===== src/pmma_pkg.sv =====
// shared types and constants for the power meter moving average block
package pmma_pkg;

  localparam int VOLT_W      = 16;
  localparam int CURR_W      = 16;
  localparam int PROD_W      = 32;
  localparam int POWER_W     = 36;
  localparam int KW_W        = 16;
  localparam int BAR_OUT_W   = 5;

  // milliwatts per kilowatt and the bits it needs
  localparam int MW_PER_KW   = 1000000;
  localparam int MW_PER_KW_W = 20;

  // power / 1e6 as (power >> 6) / 15625, done by a reciprocal multiply;
  // exact for every 36-bit power
  localparam int                    KW_PRE_SHIFT   = 6;
  localparam int                    KW_RECIP_W     = 31;
  localparam logic [KW_RECIP_W-1:0] KW_RECIP       = 31'd1125899907;
  localparam int                    KW_RECIP_SHIFT = 44;

  localparam logic [POWER_W-1:0] FULL_SCALE_RESET = 36'd54000000;

  // entries of the queue between front and back
  localparam int QUEUE_DEPTH = 2;
  localparam int QPTR_W      = $clog2(QUEUE_DEPTH);
  localparam int QCNT_W      = $clog2(QUEUE_DEPTH + 1);

  typedef struct packed {
    logic [POWER_W-1:0] power;
    logic               into_average;
  } pm_item_t;

  typedef enum logic [2:0] {
    BK_IDLE,
    BK_READ,
    BK_UPDATE,
    BK_START,
    BK_WAIT
  } bk_state_t;

endpackage


===== src/pmma_ram.sv =====
// generic single-write, single-read ram with registered read data
module pmma_ram #(
  parameter int WIDTH = 36,
  parameter int DEPTH = 16
) (
  input  logic                                  clk,
  input  logic                                  wr_en,
  input  logic [((DEPTH > 1) ? $clog2(DEPTH) : 1)-1:0] wr_addr,
  input  logic [WIDTH-1:0]                      wr_data,
  input  logic                                  rd_en,
  input  logic [((DEPTH > 1) ? $clog2(DEPTH) : 1)-1:0] rd_addr,
  output logic [WIDTH-1:0]                      rd_data
);

  logic [WIDTH-1:0] mem_r [DEPTH];
  logic [WIDTH-1:0] rd_data_r;

  always_ff @(posedge clk) begin
    if (wr_en) begin
      mem_r[wr_addr] <= wr_data;
    end
    if (rd_en) begin
      rd_data_r <= mem_r[rd_addr];
    end
  end

  assign rd_data = rd_data_r;

endmodule


===== src/pmma_div.sv =====
// restoring divider, one quotient bit per cycle
module pmma_div #(
  parameter int N = 41,
  parameter int D = 36
) (
  input  logic         clk,
  input  logic         rst_n,
  input  logic         start,
  input  logic [N-1:0] dividend,
  input  logic [D-1:0] divisor,
  output logic         busy,
  output logic [N-1:0] quotient
);

  localparam int CNT_W = $clog2(N + 1);

  logic             busy_r;
  logic [CNT_W-1:0] cnt_r;
  logic [D-1:0]     rem_r;
  logic [N-1:0]     quo_r;
  logic [D-1:0]     div_r;

  logic [D:0]       rem_sh;
  logic [D:0]       diff;
  logic             ge;

  always_comb begin
    rem_sh = {rem_r, quo_r[N-1]};
    diff   = rem_sh - {1'b0, div_r};
    ge     = (rem_sh >= {1'b0, div_r});
  end

  always_ff @(posedge clk) begin
    if (!rst_n) begin
      busy_r <= 1'b0;
      cnt_r  <= '0;
    end else if (start) begin
      busy_r <= 1'b1;
      cnt_r  <= CNT_W'(N);
    end else if (busy_r) begin
      cnt_r <= cnt_r - 1'b1;
      if (cnt_r == CNT_W'(1)) begin
        busy_r <= 1'b0;
      end
    end
  end

  always_ff @(posedge clk) begin
    if (start) begin
      rem_r <= '0;
      quo_r <= dividend;
      div_r <= divisor;
    end else if (busy_r) begin
      rem_r <= ge ? diff[D-1:0] : rem_sh[D-1:0];
      quo_r <= {quo_r[N-2:0], ge};
    end
  end

  assign busy     = busy_r;
  assign quotient = quo_r;

endmodule


===== src/pmma_front.sv =====
// front stage: takes samples, forms power in milliwatts, tags window entries
module pmma_front (
  input  logic                          clk,
  input  logic                          rst_n,
  input  logic                          in_valid,
  output logic                          in_ready,
  input  logic [pmma_pkg::VOLT_W-1:0]   in_volts_dv,
  input  logic [pmma_pkg::CURR_W-1:0]   in_amps_da,
  input  logic                          in_into_average,
  output logic                          q_valid,
  input  logic                          q_ready,
  output pmma_pkg::pm_item_t            q_item
);

  import pmma_pkg::*;

  logic              s1_valid_r;
  logic [PROD_W-1:0] prod_r;
  logic              avg_r;
  logic [POWER_W-1:0] prod_ext;

  assign in_ready = !s1_valid_r || q_ready;
  assign q_valid  = s1_valid_r;

  // times ten as shift and add
  assign prod_ext = POWER_W'(prod_r);

  always_comb begin
    q_item.power        = (prod_ext << 3) + (prod_ext << 1);
    q_item.into_average = avg_r;
  end

  always_ff @(posedge clk) begin
    if (!rst_n) begin
      s1_valid_r <= 1'b0;
    end else if (in_ready) begin
      s1_valid_r <= in_valid;
    end
  end

  always_ff @(posedge clk) begin
    if (in_valid && in_ready) begin
      prod_r <= PROD_W'(in_volts_dv) * PROD_W'(in_amps_da);
      avg_r  <= in_into_average;
    end
  end

endmodule


===== src/pmma_queue.sv =====
// short queue between front and back
module pmma_queue (
  input  logic               clk,
  input  logic               rst_n,
  input  logic               push_valid,
  output logic               push_ready,
  input  pmma_pkg::pm_item_t push_item,
  output logic               pop_valid,
  input  logic               pop_ready,
  output pmma_pkg::pm_item_t pop_item
);

  import pmma_pkg::*;

  pm_item_t          mem_r [QUEUE_DEPTH];
  logic [QPTR_W-1:0] wr_ptr_r;
  logic [QPTR_W-1:0] rd_ptr_r;
  logic [QCNT_W-1:0] count_r;
  logic              do_push;
  logic              do_pop;

  assign push_ready = (count_r != QCNT_W'(QUEUE_DEPTH));
  assign pop_valid  = (count_r != '0);
  assign pop_item   = mem_r[rd_ptr_r];
  assign do_push    = push_valid && push_ready;
  assign do_pop     = pop_valid && pop_ready;

  always_ff @(posedge clk) begin
    if (!rst_n) begin
      wr_ptr_r <= '0;
      rd_ptr_r <= '0;
      count_r  <= '0;
    end else begin
      if (do_push) begin
        wr_ptr_r <= wr_ptr_r + 1'b1;
      end
      if (do_pop) begin
        rd_ptr_r <= rd_ptr_r + 1'b1;
      end
      if (do_push && !do_pop) begin
        count_r <= count_r + 1'b1;
      end else if (do_pop && !do_push) begin
        count_r <= count_r - 1'b1;
      end
    end
  end

  always_ff @(posedge clk) begin
    if (do_push) begin
      mem_r[wr_ptr_r] <= push_item;
    end
  end

endmodule


===== src/pmma_back.sv =====
// back end: window update, two parallel dividers, reciprocal multiply, output register
module pmma_back #(
  parameter int WINDOW_DEPTH = 16,
  parameter int BAR_WIDTH    = 20
) (
  input  logic                             clk,
  input  logic                             rst_n,
  input  logic                             q_valid,
  output logic                             q_ready,
  input  pmma_pkg::pm_item_t               q_item,
  input  logic [pmma_pkg::POWER_W-1:0]     full_scale,
  output logic                             out_valid,
  input  logic                             out_ready,
  output logic [pmma_pkg::KW_W-1:0]        out_instant_kw,
  output logic [pmma_pkg::KW_W-1:0]        out_average_kw,
  output logic [pmma_pkg::BAR_OUT_W-1:0]   out_bar_cells
);

  import pmma_pkg::*;

  localparam int PTR_W       = (WINDOW_DEPTH > 1) ? $clog2(WINDOW_DEPTH) : 1;
  localparam int FILL_W      = $clog2(WINDOW_DEPTH + 1);
  localparam int SUM_W       = POWER_W + FILL_W;
  localparam int BAR_COEF_W  = $clog2(BAR_WIDTH + 1);
  localparam int BAR_PROD_W  = POWER_W + BAR_COEF_W;
  localparam int AVG_DIV_W   = MW_PER_KW_W + FILL_W;
  localparam int INST_X_W    = POWER_W - KW_PRE_SHIFT;
  localparam int INST_PROD_W = INST_X_W + KW_RECIP_W;

  bk_state_t          state_r, state_nxt;
  logic [POWER_W-1:0] power_r;
  logic               avg_r;
  logic [PTR_W-1:0]   wptr_r, wptr_nxt;
  logic [FILL_W-1:0]  fill_r, fill_nxt;
  logic [SUM_W-1:0]   sum_r, sum_nxt;
  logic               out_valid_r, out_valid_nxt;
  logic [KW_W-1:0]    inst_r;
  logic [KW_W-1:0]    avgkw_r;
  logic [BAR_OUT_W-1:0] bar_r;
  logic               load_out;
  logic               take_item;

  logic               ram_wr_en;
  logic               ram_rd_en;
  logic [POWER_W-1:0] evict;

  logic               div_start;
  logic               avg_busy, bar_busy;
  logic [INST_PROD_W-1:0] inst_prod;
  logic [SUM_W-1:0]   avg_q;
  logic [BAR_PROD_W-1:0] bar_q;
  logic [BAR_PROD_W-1:0] bar_clamped;
  logic [AVG_DIV_W-1:0]  avg_divisor;
  logic [BAR_PROD_W-1:0] bar_dividend;
  logic [POWER_W-1:0]    fs_eff;

  pmma_ram #(
    .WIDTH (POWER_W),
    .DEPTH (WINDOW_DEPTH)
  ) u_window (
    .clk     (clk),
    .wr_en   (ram_wr_en),
    .wr_addr (wptr_r),
    .wr_data (power_r),
    .rd_en   (ram_rd_en),
    .rd_addr (wptr_r),
    .rd_data (evict)
  );

  // mean: sum / (fill * 1e6) equals the two nested truncating divisions
  assign avg_divisor  = AVG_DIV_W'(fill_r) * AVG_DIV_W'(MW_PER_KW);
  assign bar_dividend = BAR_PROD_W'(power_r) * BAR_PROD_W'(BAR_WIDTH);
  assign fs_eff       = (full_scale == '0) ? POWER_W'(1) : full_scale;

  // instant kilowatts: 30 x 31 bit multiply by the scaled reciprocal of 15625
  assign inst_prod = INST_PROD_W'(power_r[POWER_W-1:KW_PRE_SHIFT]) * INST_PROD_W'(KW_RECIP);

  pmma_div #(.N(SUM_W), .D(AVG_DIV_W)) u_div_avg (
    .clk      (clk),
    .rst_n    (rst_n),
    .start    (div_start),
    .dividend (sum_r),
    .divisor  (avg_divisor),
    .busy     (avg_busy),
    .quotient (avg_q)
  );

  pmma_div #(.N(BAR_PROD_W), .D(POWER_W)) u_div_bar (
    .clk      (clk),
    .rst_n    (rst_n),
    .start    (div_start),
    .dividend (bar_dividend),
    .divisor  (fs_eff),
    .busy     (bar_busy),
    .quotient (bar_q)
  );

  assign bar_clamped = (bar_q > BAR_PROD_W'(BAR_WIDTH)) ? BAR_PROD_W'(BAR_WIDTH) : bar_q;

  always_comb begin
    state_nxt     = state_r;
    wptr_nxt      = wptr_r;
    fill_nxt      = fill_r;
    sum_nxt       = sum_r;
    out_valid_nxt = out_valid_r;
    q_ready       = 1'b0;
    take_item     = 1'b0;
    ram_rd_en     = 1'b0;
    ram_wr_en     = 1'b0;
    div_start     = 1'b0;
    load_out      = 1'b0;

    if (out_valid_r && out_ready) begin
      out_valid_nxt = 1'b0;
    end

    case (state_r)
      BK_IDLE: begin
        q_ready = 1'b1;
        if (q_valid) begin
          take_item = 1'b1;
          state_nxt = BK_READ;
        end
      end
      BK_READ: begin
        // fetch the slot that a full window evicts
        ram_rd_en = 1'b1;
        state_nxt = BK_UPDATE;
      end
      BK_UPDATE: begin
        if (avg_r) begin
          ram_wr_en = 1'b1;
          if (fill_r == FILL_W'(WINDOW_DEPTH)) begin
            sum_nxt = sum_r - SUM_W'(evict) + SUM_W'(power_r);
          end else begin
            sum_nxt  = sum_r + SUM_W'(power_r);
            fill_nxt = fill_r + 1'b1;
          end
          if (wptr_r == PTR_W'(WINDOW_DEPTH - 1)) begin
            wptr_nxt = '0;
          end else begin
            wptr_nxt = wptr_r + 1'b1;
          end
        end
        state_nxt = BK_START;
      end
      BK_START: begin
        div_start = 1'b1;
        state_nxt = BK_WAIT;
      end
      BK_WAIT: begin
        if (!avg_busy && !bar_busy && (!out_valid_r || out_ready)) begin
          load_out      = 1'b1;
          out_valid_nxt = 1'b1;
          state_nxt     = BK_IDLE;
        end
      end
      default: begin
        state_nxt = BK_IDLE;
      end
    endcase
  end

  always_ff @(posedge clk) begin
    if (!rst_n) begin
      state_r     <= BK_IDLE;
      wptr_r      <= '0;
      fill_r      <= '0;
      sum_r       <= '0;
      out_valid_r <= 1'b0;
    end else begin
      state_r     <= state_nxt;
      wptr_r      <= wptr_nxt;
      fill_r      <= fill_nxt;
      sum_r       <= sum_nxt;
      out_valid_r <= out_valid_nxt;
    end
  end

  always_ff @(posedge clk) begin
    if (take_item) begin
      power_r <= q_item.power;
      avg_r   <= q_item.into_average;
    end
    if (load_out) begin
      inst_r  <= inst_prod[KW_RECIP_SHIFT +: KW_W];
      avgkw_r <= (fill_r == '0) ? '0 : avg_q[KW_W-1:0];
      bar_r   <= bar_clamped[BAR_OUT_W-1:0];
    end
  end

  assign out_valid      = out_valid_r;
  assign out_instant_kw = inst_r;
  assign out_average_kw = avgkw_r;
  assign out_bar_cells  = bar_r;

endmodule


===== src/power_meter_moving_average.sv =====
// top level of the power meter with moving average window and bar scaling
//
//  channel  | handshake             | payload
//  ---------+-----------------------+------------------------------------------------
//  in_      | in_valid / in_ready   | volts_dv[15:0], amps_da[15:0], into_average
//  out_     | out_valid / out_ready | instant_kw[15:0], average_kw[15:0], bar_cells[4:0]
//  cfg_     | cfg_valid / cfg_ready | full_scale_power_mw[35:0]
//
// one result per sample; the work on a sample is set by the two bit-serial
// dividers (mean and bar) that run side by side, each working through its
// dividend one bit at a time (41 bits for mean and bar with the default sizes),
// and by five back-end steps: take, window read, update, divider start and result load;
// instant kilowatts come from a combinational reciprocal multiply
// the front stage and a two-entry queue take the next samples while the back end works
// a finished result sits in the output register; the back end stalls only when
// it has a new one and that register is still waiting for its transfer
// reset (rst_n low, synchronous) empties the window, the queue and the output;
// the window ram needs no clearing pass, slots beyond the fill count are read but never used
module power_meter_moving_average #(
  parameter int WINDOW_DEPTH = 16,
  parameter int BAR_WIDTH    = 20
) (
  input  logic                           clk,
  input  logic                           rst_n,
  input  logic                           in_valid,
  output logic                           in_ready,
  input  logic [pmma_pkg::VOLT_W-1:0]    in_volts_dv,
  input  logic [pmma_pkg::CURR_W-1:0]    in_amps_da,
  input  logic                           in_into_average,
  output logic                           out_valid,
  input  logic                           out_ready,
  output logic [pmma_pkg::KW_W-1:0]      out_instant_kw,
  output logic [pmma_pkg::KW_W-1:0]      out_average_kw,
  output logic [pmma_pkg::BAR_OUT_W-1:0] out_bar_cells,
  input  logic                           cfg_valid,
  output logic                           cfg_ready,
  input  logic [pmma_pkg::POWER_W-1:0]   cfg_full_scale_power_mw
);

  import pmma_pkg::*;

  // full-scale register, written any time the port offers a transfer
  logic [POWER_W-1:0] full_scale_r;

  // front to queue
  logic     fq_valid;
  logic     fq_ready;
  pm_item_t fq_item;

  // queue to back
  logic     qb_valid;
  logic     qb_ready;
  pm_item_t qb_item;

  assign cfg_ready = 1'b1;

  always_ff @(posedge clk) begin
    if (!rst_n) begin
      full_scale_r <= FULL_SCALE_RESET;
    end else if (cfg_valid && cfg_ready) begin
      full_scale_r <= cfg_full_scale_power_mw;
    end
  end

  // front: product and times-ten scaling
  pmma_front u_front (
    .clk             (clk),
    .rst_n           (rst_n),
    .in_valid        (in_valid),
    .in_ready        (in_ready),
    .in_volts_dv     (in_volts_dv),
    .in_amps_da      (in_amps_da),
    .in_into_average (in_into_average),
    .q_valid         (fq_valid),
    .q_ready         (fq_ready),
    .q_item          (fq_item)
  );

  // decoupling queue
  pmma_queue u_queue (
    .clk        (clk),
    .rst_n      (rst_n),
    .push_valid (fq_valid),
    .push_ready (fq_ready),
    .push_item  (fq_item),
    .pop_valid  (qb_valid),
    .pop_ready  (qb_ready),
    .pop_item   (qb_item)
  );

  // back: window bookkeeping, division and result register
  pmma_back #(
    .WINDOW_DEPTH (WINDOW_DEPTH),
    .BAR_WIDTH    (BAR_WIDTH)
  ) u_back (
    .clk            (clk),
    .rst_n          (rst_n),
    .q_valid        (qb_valid),
    .q_ready        (qb_ready),
    .q_item         (qb_item),
    .full_scale     (full_scale_r),
    .out_valid      (out_valid),
    .out_ready      (out_ready),
    .out_instant_kw (out_instant_kw),
    .out_average_kw (out_average_kw),
    .out_bar_cells  (out_bar_cells)
  );

  // every accepted sample shows up at the queue input in the next cycle
  a_front_latency: assert property (@(posedge clk) disable iff (!rst_n)
    in_valid && in_ready |=> fq_valid)
    else $error("accepted sample did not reach the queue");

  // bar length never exceeds the bar width
  a_bar_clamp: assert property (@(posedge clk) disable iff (!rst_n)
    out_valid |-> (32'(out_bar_cells) <= 32'(BAR_WIDTH)))
    else $error("bar length above bar width");

  // the mean can never exceed the largest possible instant power
  a_mean_range: assert property (@(posedge clk) disable iff (!rst_n)
    out_valid |-> (out_average_kw <= 16'd42949))
    else $error("window mean out of range");

endmodule

===== config.mk =====
export PLATFORM = sky130hd
export DESIGN_NAME = power_meter_moving_average
export DESIGN_NICKNAME = d
export VERILOG_FILES = /design/src/pmma_pkg.sv /design/src/pmma_ram.sv /design/src/pmma_div.sv /design/src/pmma_front.sv /design/src/pmma_queue.sv /design/src/pmma_back.sv /design/src/power_meter_moving_average.sv
export SDC_FILE = /design/constraint.sdc
export NUM_CORES = 2
export LEC_CHECK = 0
export ABC_AREA = 1
export ABC_CLOCK_PERIOD_IN_PS = 16050
export BUFFER_PORTS_ARGS = -buffer_cell sky130_fd_sc_hd__buf_2
export CORE_MARGIN = 2
export CORE_UTILIZATION = 27
export CTS_CLUSTER_DIAMETER = 30
export DETAILED_ROUTE_END_ITERATION = 16
export GPL_TIMING_DRIVEN = 0
export PLACE_DENSITY = 0.5
export SETUP_SLACK_MARGIN = 0.15
export SYNTH_ARGS = -nofsm -noshare
export SYNTH_HDL_FRONTEND = slang
export SYNTH_SLANG_ARGS = --single-unit

===== constraint.sdc =====
create_clock -name clk -period 16.05 [get_ports clk]
set_clock_uncertainty 0.15 [all_clocks]
set_input_delay 4.0125 -clock clk [delete_from_list [all_inputs] [get_ports clk]]
set_output_delay 4.0125 -clock clk [all_outputs]
set_load 0.01 [all_outputs]

==> metrics.txt <==
crit end category=flip-flop; reg2reg path depth=23; CP startpoint kind=input pin; mux cell area share after synthesis=0%; Sink Count=1079; port bufs=79; share of cells above drive strength 1=6.57%; Cell Area, Synth=a little under 0.08 mm2; Hold Path Class=flip-flop to flip-flop; total track usage=17.9%; Routed wire per std cell=20.0 um; site row count=199; clk slew on worst S/H paths=approximately 0.05 ns; status=finished clean; Compound-Gate Fraction of Synth Area=8.97%; RSZ-0062 raised after global routing=false; Seq/Total Area, Yosys=38.6%; area of the die=between 0.2 and 0.3 mm2; DRC=0; starting density of the core=27.1%; critical path arrival=10.42 ns; Slew Viols, Final=0; CP required=16.50 ns; Die Width=between 500 and 600 um; Final Net Count=10700; Placement Setup Slack=5.25 ns; FF/Latch Area=0.0307 mm2; post-synthesis instance total=about 9000; Rel. slew slack=1.32%; Final WS setup=6.08 ns; Post-Synth Simple-Gate Area=17.2%; TritonCTS clock tree=yes; IO Count=between 100 and 150; Post-Synth XOR/XNOR Area=1.42%; hold depth=2; DP HPWL=roughly 210000 um; Avg Vias per Cell=4.68; 1st-iter DRT viols=4659; clk buf depth=3; largest net degree at the start of global routing=46; fillers=30700; critical path type=input pin to flip-flop; Antenna Nets Post-Route=0; largest family of logic cells by synthesized area=adder cells; Main synth FF type=edfxtp_1; non-filler cells, final=13500; hold_buf cts=0; ys async rst share=0%; Routability Congestion=0.928; vias in the first global route=65000; setup_tns=0 ns; syn nets=about 10000; cell chosen for the clock root=clkbuf_16; Post-CTS Setup Inserts=0; height of the die=546 um; Post-Synth Adder-Cell Area=24.7%; area grow syn2layout=19.2%; detailed-route via count=63300; crit path max fanout=10; Post-Syn Area per Cell=8.82 um2; synth unique cells=60; final setup fails=0; Least-Margin Pin Slew=1.48 ns; fin crit share=62.1%; Final Hold Vio Count=0; Post-CTS Resized=0; Post-synth EDFFs=908; TritonRoute pass-1 iters=6; Clock Latency Late Sink=0.88 ns; max_cap viols=0; initial antenna violation count=8; drt total wl=between 200000 and 300000 um; final critical-path required period=9.97 ns; total gr overflow=0; first-pass GRT wire length=407000 um; Synth Register Bits=approximately 1100; Max Freq=100 MHz; synthesis warning total=0; core box area=0.293 mm2; most frequent cells in the layout=nand2_1, inv_1, edfxtp_1; Multi-input gate area=0.0417 mm2; most common cell after layout, fill and taps aside=nand2_1; dpl cells=between 10000 and 15000; TritonCTS buffer count=237; H-tree depth=4
==> per-stage QoR <==
stage / util, % / cell area (um2) / hold slack, ns
2_1_floorplan: - / 79400 / 0.271
3_3_place_gp: 28.9 / 84700 / 0.279
3_5_place_dp: 29.4 / 86100 / 0.300
4_1_cts: 32.3 / 94600 / 0.257
5_1_grt: 32.3 / 94700 / 0.270
6_report: 32.3 / 94700 / 0.262
==> worst max-delay path, cell delays in order <==
cell and delay [ns]:
clkbuf_1 0.40, clkbuf_1 0.65, nand2_1 0.17, fa_1 0.53, inv_1 0.05, fa_1 0.52, fa_1 0.55, fa_1 0.53
fa_1 0.52, fa_1 0.50, ha_1 0.37, a21oi_1 0.22, o21ai_0 0.17, a21oi_1 0.43, nand3_1 0.29, a21o_1 0.26
nand2_1 0.08, nand2_1 0.05, nand2_1 0.06, nand2_1 0.05
==> sequential cells by signal, summed over array words and instances (netlist names), 4 cells and up <==
name	flops
u_back.u_div_bar.quotient	41
u_back.u_div_avg.rem_r	25
u_back.sum_r	40
u_back.u_div_avg.cnt_r	6
u_back.fill_r	5
u_back.u_window.mem_r	560
u_back.u_div_avg.div_r	19
full_scale_r	36
u_front.prod_r	32
u_back.out_average_kw	16
u_queue.mem_r	72
u_back.wptr_r	4
u_back.u_div_bar.rem_r	36
u_back.power_r	35
u_back.out_bar_cells	5
u_back.out_instant_kw	16
u_back.u_div_avg.quotient	41
u_back.u_window.rd_data	35
u_back.u_div_bar.div_r	36
u_back.u_div_bar.cnt_r	6
==> cells in the mapped netlist, drive strengths merged (12+ instances only) <==
| library cell | instances | share of area (%) |
|---|---|---|
| nand3 | 329 | 2.1 |
| nor4 | 42 | 0.35 |
| nand3b | 30 | 0.32 |
| a21oi | 402 | 2.5 |
| nor2 | 827 | 3.9 |
| buf | 34 | 0.27 |
| o21a | 16 | 0.15 |
| a31oi | 20 | 0.16 |
| dfxtp | 171 | 4.3 |
| nor3 | 69 | 0.45 |
| a21o | 22 | 0.21 |
| nand2 | 1958 | 9.3 |
| fa | 551 | 14 |
| clkbuf | 256 | 1.2 |
| o211ai | 30 | 0.28 |
| xnor2 | 45 | 0.50 |
| ha | 686 | 11 |
| o21bai | 23 | 0.22 |
| xor2 | 84 | 0.93 |
| o22ai | 143 | 1.1 |
| nand4 | 69 | 0.54 |
| or2 | 12 | 0.095 |
| a21boi | 13 | 0.12 |
| inv | 1611 | 7.6 |
| edfxtp | 908 | 34 |
| o21ai | 614 | 3.9 |
==> cell type report <==
cell class | count | share of cell area, %
Tap cell | 3919 | 5.18
Sequential cell | 1079 | 32.4
Timing Repair Buffer | 139 | 1.78
Antenna cell | 2 | 0.00529
Multi-Input combinational cell | 6023 | 44.0
Buffer | 290 | 1.25
Clock buffer | 284 | 6.57
Inverter | 1613 | 6.39
Clock inverter | 162 | 2.43
==> layer usage <==
| metal | wire [um] | track usage (%) | vias up |
|---|---|---|---|
| met1 | 121000 | 23.8 | 30900 |
| li1 | - | - | 30100 |
| met5 | 11 | 0 | - |
| met2 | 126000 | 29.8 | 1837 |
| met3 | 14600 | 2.54 | 398 |
| met4 | 9160 | 6.05 | 2 |
==> logic make-up after synthesis <==
group                      after synthesis
DFF                                   1079
buffers and inverters                 1903
and+or+nand+nor                       3345
AOI/OAI and AO/OA                     1311
other                                    1
adders and majority gates             1237
xor gates and xnor gates               129
==> worst paths after layout <==
| path | endpoint | slack [ns] | from |
|---|---|---|---|
| worst max register to register | u_back.out_instant_kw[11]$_DFFE_PP_ | 7.36 | u_back.power_r[10]$_DFFE_PP_ |
| worst max-delay path | u_front.prod_r[29]$_DFFE_PP_ | 6.08 | in_volts_dv[4] |
| worst min register to register | u_back.u_div_avg.quotient[32]$_DFFE_PP_ | 0.26 | u_back.u_div_avg.quotient[31]$_DFFE_PP_ |
| worst min-delay path | u_back.u_div_avg.quotient[32]$_DFFE_PP_ | 0.26 | u_back.u_div_avg.quotient[31]$_DFFE_PP_ |
Power is left out: the tool's default activity adds up to more than one toggle a clock period on the data nets, which glitch-free logic cannot reach.
